## src/design/fr_pkg.sv

```systemverilog
package fr_pkg;

  localparam int unsigned FieldBits   = 31;
  localparam int unsigned InWordBits  = 64;
  localparam int unsigned OutWordBits = 64;

  typedef enum logic [2:0] {
    ST_IDLE,
    ST_EU_CHECK,
    ST_EU_WAIT,
    ST_NUM_START,
    ST_NUM_WAIT,
    ST_DEN_START,
    ST_DEN_WAIT,
    ST_DONE
  } fr_state_e;

endpackage

```

## src/design/fr_div.sv

```systemverilog
module fr_div #(
  parameter int unsigned DATA_BITS = 31
) (
  input  logic                 clk_i,
  input  logic                 rst_ni,
  input  logic                 start_i,
  input  logic [DATA_BITS-1:0] dividend_i,
  input  logic [DATA_BITS-1:0] divisor_i,
  output logic                 busy_o,
  output logic                 done_o,
  output logic [DATA_BITS-1:0] quot_o,
  output logic [DATA_BITS-1:0] rem_o
);

  localparam int unsigned CntW = $clog2(DATA_BITS + 1);

  logic [DATA_BITS-1:0] rem_q, rem_d;
  logic [DATA_BITS-1:0] quo_q, quo_d;
  logic [DATA_BITS-1:0] dvs_q, dvs_d;
  logic [CntW-1:0]      cnt_q, cnt_d;
  logic                 busy_q, busy_d;
  logic                 done_q, done_d;
  logic [DATA_BITS:0]   shifted;
  logic [DATA_BITS+1:0] diff;

  assign shifted = {rem_q, quo_q[DATA_BITS-1]};
  assign diff    = {1'b0, shifted} - {2'b00, dvs_q};

  always_comb begin
    rem_d  = rem_q;
    quo_d  = quo_q;
    dvs_d  = dvs_q;
    cnt_d  = cnt_q;
    busy_d = busy_q;
    done_d = 1'b0;
    if (busy_q) begin
      if (!diff[DATA_BITS+1]) begin
        rem_d = diff[DATA_BITS-1:0];
        quo_d = {quo_q[DATA_BITS-2:0], 1'b1};
      end else begin
        rem_d = shifted[DATA_BITS-1:0];
        quo_d = {quo_q[DATA_BITS-2:0], 1'b0};
      end
      cnt_d = cnt_q - CntW'(1);
      if (cnt_q == CntW'(1)) begin
        busy_d = 1'b0;
        done_d = 1'b1;
      end
    end else if (start_i) begin
      rem_d  = '0;
      quo_d  = dividend_i;
      dvs_d  = divisor_i;
      cnt_d  = CntW'(DATA_BITS);
      busy_d = 1'b1;
    end
  end

  always_ff @(posedge clk_i or negedge rst_ni) begin
    if (!rst_ni) begin
      busy_q <= 1'b0;
      done_q <= 1'b0;
      cnt_q  <= '0;
    end else begin
      busy_q <= busy_d;
      done_q <= done_d;
      cnt_q  <= cnt_d;
    end
  end

  always_ff @(posedge clk_i) begin
    rem_q <= rem_d;
    quo_q <= quo_d;
    dvs_q <= dvs_d;
  end

  assign busy_o = busy_q;
  assign done_o = done_q;
  assign quot_o = quo_q;
  assign rem_o  = rem_q;

`ifndef NO_ASSERTIONS
  a_start_idle : assert property (@(posedge clk_i) disable iff (!rst_ni)
    start_i |-> !busy_q)
    else $error("divider started while busy");
  a_done_after_busy : assert property (@(posedge clk_i) disable iff (!rst_ni)
    done_q |-> !busy_q && $past(busy_q))
    else $error("divider done without a finished run");
  a_rem_below_divisor : assert property (@(posedge clk_i) disable iff (!rst_ni)
    done_q |-> rem_q < dvs_q)
    else $error("divider remainder not below divisor");
`endif

endmodule

```

## src/design/fraction_reduce_gcd_core.sv

```systemverilog
// Reduces a fraction to lowest terms. Each word on s_axis carries a numerator and a
// denominator; the block finds their greatest common divisor with Euclid's remainder
// loop and returns both divided by it as one word on m_axis. One shared restoring
// divider, one quotient bit per cycle, does every remainder step and the two final
// divisions. Zero over nonzero gives 0/1, nonzero over zero gives 1/0, and zero
// over zero sets zero_error with zero data. Input bits above DATA_BITS are
// ignored. One item is worked on at a time; a finished word waits in an output
// register while the next word is taken.
module fraction_reduce_gcd_core
  import fr_pkg::*;
#(
  parameter int unsigned DATA_BITS = 31
) (
  input  logic                   clk_i,
  input  logic                   rst_ni,
  input  logic                   s_axis_tvalid,
  output logic                   s_axis_tready,
  input  logic [InWordBits-1:0]  s_axis_tdata,  // num_in, den_in, zero pad
  output logic                   m_axis_tvalid,
  input  logic                   m_axis_tready,
  output logic [OutWordBits-1:0] m_axis_tdata,  // num_out, den_out, zero pad
  output logic                   m_axis_tuser   // zero_error
);

  fr_state_e state_q, state_d;

  logic [DATA_BITS-1:0] in_num, in_den;
  logic                 in_zero;
  logic                 s_fire;
  logic [DATA_BITS-1:0] a_q, b_q, num_q, den_q, res_num_q, res_den_q;
  logic                 err_q;
  logic                 div_start, div_busy, div_done;
  logic [DATA_BITS-1:0] div_dividend, div_divisor, div_quot, div_rem;
  logic                 out_load;
  logic                 out_valid_q;
  logic [FieldBits-1:0] out_num_q, out_den_q;
  logic                 out_err_q;

  assign in_num  = DATA_BITS'(s_axis_tdata[FieldBits-1:0]);
  assign in_den  = DATA_BITS'(s_axis_tdata[2*FieldBits-1:FieldBits]);
  assign in_zero = (in_num == '0) && (in_den == '0);
  assign s_fire  = s_axis_tvalid && s_axis_tready;

  always_comb begin
    state_d = state_q;
    case (state_q)
      ST_IDLE: begin
        if (s_axis_tvalid) state_d = in_zero ? ST_DONE : ST_EU_CHECK;
      end
      ST_EU_CHECK:  state_d = (b_q == '0) ? ST_NUM_START : ST_EU_WAIT;
      ST_EU_WAIT: begin
        if (div_done) state_d = ST_EU_CHECK;
      end
      ST_NUM_START: state_d = ST_NUM_WAIT;
      ST_NUM_WAIT: begin
        if (div_done) state_d = ST_DEN_START;
      end
      ST_DEN_START: state_d = ST_DEN_WAIT;
      ST_DEN_WAIT: begin
        if (div_done) state_d = ST_DONE;
      end
      ST_DONE: begin
        if (!out_valid_q || m_axis_tready) state_d = ST_IDLE;
      end
      default: state_d = ST_IDLE;
    endcase
  end

  always_comb begin
    s_axis_tready = 1'b0;
    div_start     = 1'b0;
    div_dividend  = a_q;
    div_divisor   = b_q;
    out_load      = 1'b0;
    case (state_q)
      ST_IDLE:      s_axis_tready = 1'b1;
      ST_EU_CHECK:  div_start = (b_q != '0);
      ST_NUM_START: begin
        div_start    = 1'b1;
        div_dividend = num_q;
        div_divisor  = a_q;
      end
      ST_DEN_START: begin
        div_start    = 1'b1;
        div_dividend = den_q;
        div_divisor  = a_q;
      end
      ST_DONE:      out_load = !out_valid_q || m_axis_tready;
      default: ;
    endcase
  end

  always_ff @(posedge clk_i or negedge rst_ni) begin
    if (!rst_ni) begin
      state_q     <= ST_IDLE;
      out_valid_q <= 1'b0;
    end else begin
      state_q <= state_d;
      if (out_load) begin
        out_valid_q <= 1'b1;
      end else if (m_axis_tready) begin
        out_valid_q <= 1'b0;
      end
    end
  end

  always_ff @(posedge clk_i) begin
    if (s_fire) begin
      a_q       <= in_num;
      b_q       <= in_den;
      num_q     <= in_num;
      den_q     <= in_den;
      err_q     <= in_zero;
      res_num_q <= '0;
      res_den_q <= '0;
    end
    if (state_q == ST_EU_WAIT && div_done) begin
      a_q <= b_q;
      b_q <= div_rem;
    end
    if (state_q == ST_NUM_WAIT && div_done) res_num_q <= div_quot;
    if (state_q == ST_DEN_WAIT && div_done) res_den_q <= div_quot;
    if (out_load) begin
      out_num_q <= FieldBits'(res_num_q);
      out_den_q <= FieldBits'(res_den_q);
      out_err_q <= err_q;
    end
  end

  fr_div #(
    .DATA_BITS(DATA_BITS)
  ) u_div (
    .clk_i     (clk_i),
    .rst_ni    (rst_ni),
    .start_i   (div_start),
    .dividend_i(div_dividend),
    .divisor_i (div_divisor),
    .busy_o    (div_busy),
    .done_o    (div_done),
    .quot_o    (div_quot),
    .rem_o     (div_rem)
  );

  assign m_axis_tvalid = out_valid_q;
  assign m_axis_tdata  = {{(OutWordBits - 2*FieldBits){1'b0}}, out_den_q, out_num_q};
  assign m_axis_tuser  = out_err_q;

`ifndef NO_ASSERTIONS
  a_err_zero_data : assert property (@(posedge clk_i) disable iff (!rst_ni)
    m_axis_tvalid && m_axis_tuser |-> out_num_q == '0 && out_den_q == '0)
    else $error("zero_error word carries nonzero data");
  a_ok_nonzero : assert property (@(posedge clk_i) disable iff (!rst_ni)
    m_axis_tvalid && !m_axis_tuser |-> out_num_q != '0 || out_den_q != '0)
    else $error("reduced fraction is zero over zero");
  a_div_nonzero : assert property (@(posedge clk_i) disable iff (!rst_ni)
    div_start |-> div_divisor != '0 && !div_busy)
    else $error("division by zero or while busy");
  a_done_in_wait : assert property (@(posedge clk_i) disable iff (!rst_ni)
    div_done |-> state_q == ST_EU_WAIT || state_q == ST_NUM_WAIT ||
                 state_q == ST_DEN_WAIT)
    else $error("divider finished outside a wait state");
`endif

endmodule
```

## config.mk

```make
export PLATFORM = sky130hd
export DESIGN_NAME = fraction_reduce_gcd_core
export DESIGN_NICKNAME = d
export VERILOG_FILES = /design/src/design/fr_pkg.sv /design/src/design/fr_div.sv /design/src/design/fraction_reduce_gcd_core.sv
export SDC_FILE = /design/constraint.sdc
export NUM_CORES = 1
export LEC_CHECK = 0
export ABC_AREA = 1
export ABC_CLOCK_PERIOD_IN_PS = 4150
export BUFFER_PORTS_ARGS = -buffer_cell sky130_fd_sc_hd__buf_2
export CORE_MARGIN = 1
export CORE_UTILIZATION = 48
export DETAILED_ROUTE_END_ITERATION = 7
export GPL_ROUTABILITY_DRIVEN = 0
export PLACE_DENSITY = 0.72
export RECOVER_POWER = 100
export SYNTH_ARGS = -nofsm -noshare
export SYNTH_HDL_FRONTEND = slang
export SYNTH_SLANG_ARGS = --single-unit
```

## constraint.sdc

```tcl
create_clock -name clk_i -period 4.15 [get_ports clk_i]
set_input_delay 0.6225 -clock clk_i [delete_from_list [all_inputs] [get_ports clk_i]]
set_output_delay 0.6225 -clock clk_i [all_outputs]
set_load 0.1 [all_outputs]
```

==> impl_metrics.toml <==
[drt]
dr.pass1.iters = 6
drtIter0Drc = 1029
routed_wl_um = 36700
ant_nets = 0
drc = 0
vias = 11100
drt-wirelength-per-cell_um = 17.2
viasPerCell = 5.19

[cells_and_area]
drive_gt1_share_pct = 7.34
multi_input_area_um2 = 4690
fin_util_pct = 54.7
n_fill_cell = 2829
instances_no_fill = 2139
area_growth_pct = 12.3
seq_area_um2 = 10600
nets = 1768

[sta]
max_slew_margin_pct = -34.9
max_freq_ghz = 0.307
fin_worst_skew_ns = 0.0148
finalCritPeriodShare_pct = 78.5
worst_pin_slew_ns = 2.02
final.setup.tns_ns = 0
timing.hold.ws_ns = 0.303
rsz0062_at_grt = "false"
setup_viol = 0
slew_viol_final = 345
fin_crit_ns = 3.26
hold_viol_final = 0

[clocking]
clk_pin_slew_worst_paths_ns = 0.07
cts_tree = "built"
clockRootBuffer = "clkbuf_16"
clk_latency_ns = 0.52
cts.path.max_buffers = 3
cts_buffers = 34
h-tree-depth = 2
cts_setup_buffers = 0
cts_sinks = 354

[synth]
synth_commonest_cells = "391 x nand2_1, 343 x edfxtp_1, 218 x inv_1, 151 x nor2_1, 80 x o21ai_0"
synth_top_area_share_pct = 63.0
ys_seq_elements = 354
syn_area_per_cell_um2 = 10.7
netlist_top_cells_area = "edfxtp_1 63%, nand2_1 9.0%, inv_1 5.0%"
netlist_area_um2 = 16300
synth_edf_count = 343
synth_top_area_cell = "edfxtp_1"
synth-seq-area-share_pct = 64.7
synth.yosys.warnings = 0
syn_inst = 1528
async_reset_ff_share_pct = 3.11
post-synth-top-count-cell = "nand2_1"
yosysUniqueCellTypes = 45
synthFlopType = "edfxtp_1"

[floorplan]
die_h_um = 187
io_pins = 135
rows = 67
coreArea_um2 = 33500
die_area_um2 = 34800
start_util_pct = 48.8
die_w_um = 187

[worst_setup_path]
r2r_slack_ns = 0.89
cp.arrival_ns = 3.40
crit_chain = "inv_1 -> clkbuf_1 -> nand2_1 -> inv_1 -> clkbuf_2"
crit_path_frequent_cell = "inv_1"
crit_required_ns = 4.29
cp_slowest_cell = "clkbuf_1"
criticalPathCategory = "reg2reg"
cpPeakStageDelay_ns = 1.22
timing.rr.end = "u_div.dvs_q[27]"
reg2reg_from = "u_div.busy_o"
crit_fanout = 31
cp-end-kind = "register"
crit_start = "u_div.busy_o"
critPathLaunchType = "register"
reg2regPathDepth = 5

[power]
p_seq_share_pct = 41.6
comb_power_share_pct = 35.4
ir_drop_mv = 0.349
leakage_nw = 7.47
power.density_nw_per_um2 = 734
clkPwrFrac_pct = 23.0
switching_share_pct = 38.2
p_int_mw = 8.33
p_switching_mw = 5.15

[global_routing]
grt_overflow = 0
track_usage_pct = 21.1
antenna_found_initial = 3
grt_max_degree = 98
grt_first_pass_wirelength_um = 57600
grt_pass1_vias = 10700

[run_status]
status = "finished with violations"
violations = "capacitance limit, slew limit"

[hold_path]
holdCritPathClass = "in2reg"
hold_path_end = "m_axis_tvalid"
min_path_cells = 2
hold_start = "m_axis_tready"

[placed_design]
dp_cells = 2077
dp_hpwl_um = 25400
port_buffers = 130

[flow_run]
cap_violations = 6
[cells in the final DEF (no fill, tap or decap), types with 3 or more instances in the layout]
cell type,n
nor4_1,5
nand3b_1,9
xor2_1,4
or2_2,3
nor2_1,149
nand4_1,13
edfxtp_1,343
dfrtp_1,10
o21ai_0,95
nand3_1,38
a21oi_1,41
a221oi_1,31
clkinv_2,5
clkbuf_2,8
nor2_2,4
mux2_2,27
nand2_2,6
inv_6,4
clkinvlp_4,3
nand2_1,392
clkbuf_16,34
clkinv_1,5
buf_4,4
ha_1,33
nor2_4,3
bufinv_16,4
nor3_1,10
inv_1,218
xnor2_1,12
a22oi_1,9
clkbuf_1,136
[critical path: cells and delay by family (launching register included)]
kind / cells / cell delay (ns)
buffers and inverters: 4 / 2.24
AND/OR/NAND/NOR: 1 / 0.21
flip-flops: 1 / 0.40
[layer usage]
metal  GRT usage [%]  share of wire [%]  wire, um  up-vias
met4            7.06                3.6      1310        4
met3            3.12                7.0      2570       82
met1            29.2                 43     15800     5158
met2            34.3                 46     17000      436
li1                -                  -         -     5413
met5               0              0.084        31        -
[sequential cells by signal, indices dropped and copies added (netlist names), 3 cells and up]
signal and count:
a_q 31, b_q 31, den_q 31, num_q 31, out_den_q 31, out_num_q 31
res_den_q 31, res_num_q 31, u_div.dvs_q 31, u_div.quot_o 31, u_div.rem_o 31, u_div.cnt_q 5
state_q 3
[logic make-up (layout without fill, tap and decap cells)]
| kind of cell | Yosys count | count (layout) | synth area share, % |
|---|---|---|---|
| mux | 27 | 27 | 1.86 |
| fa+ha+maj | 34 | 34 | 2.65 |
| other cells | 1 | 3 | 0.0229 |
| buf+inv | 266 | 427 | 6.47 |
| simple gates | 643 | 643 | 16.4 |
| compound gates | 187 | 187 | 7.04 |
| xor+xnor | 16 | 16 | 0.857 |
| flops | 354 | 354 | 64.7 |
[cell type report]
cell class,count,share of cell area [%]
clock inverter,22,1.34
tap,448,3.05
sequential,354,57.6
inverter,220,4.50
multi-input combinational,909,25.6
timing repair buffer,147,3.19
antenna,1,0.0136
clock buffer,38,4.72
[stage by stage]
stage / instance area (um2) / setup slack [ns] / power, mW
after floorplan: 16400 / 0.0628 / 9.35
after global placement: 17500 / 1.57 / 10.4
after detailed placement: 17500 / 1.56 / 10.6
after CTS: 18600 / 1.47 / 13.7
after global routing: 18300 / 0.671 / 14.3
final: 18400 / 0.890 / 13.5
[worst max-delay path by stage]
stage | end | slack, ns | cells after the start
after floorplan | m_axis_tuser | 0.06 | 3
after global placement | u_div.rem_o[20] | 1.57 | 14
after detailed placement | u_div.rem_o[20] | 1.56 | 14
after CTS | s_axis_tready | 1.47 | 4
after global routing | u_div.rem_o[8] | 0.67 | 15
final | u_div.dvs_q[27] | 0.89 | 5
[what timing repair did]
action	CTS	global route
hold endpoints to repair	11	0
resized for setup	0	0
hold buffers	1	0
[power groups by stage]
stage / Clock, mW / Combinational [mW] / Sequential, mW
2_1_floorplan: 0 / 3.41 / 5.94
3_3_place_gp: 0 / 4.81 / 5.61
3_5_place_dp: 0 / 4.92 / 5.63
4_1_cts: 3.14 / 4.95 / 5.57
5_1_grt: 3.26 / 5.34 / 5.69
6_report: 3.10 / 4.78 / 5.60
Note: power is estimated with default switching activity, not from simulation.
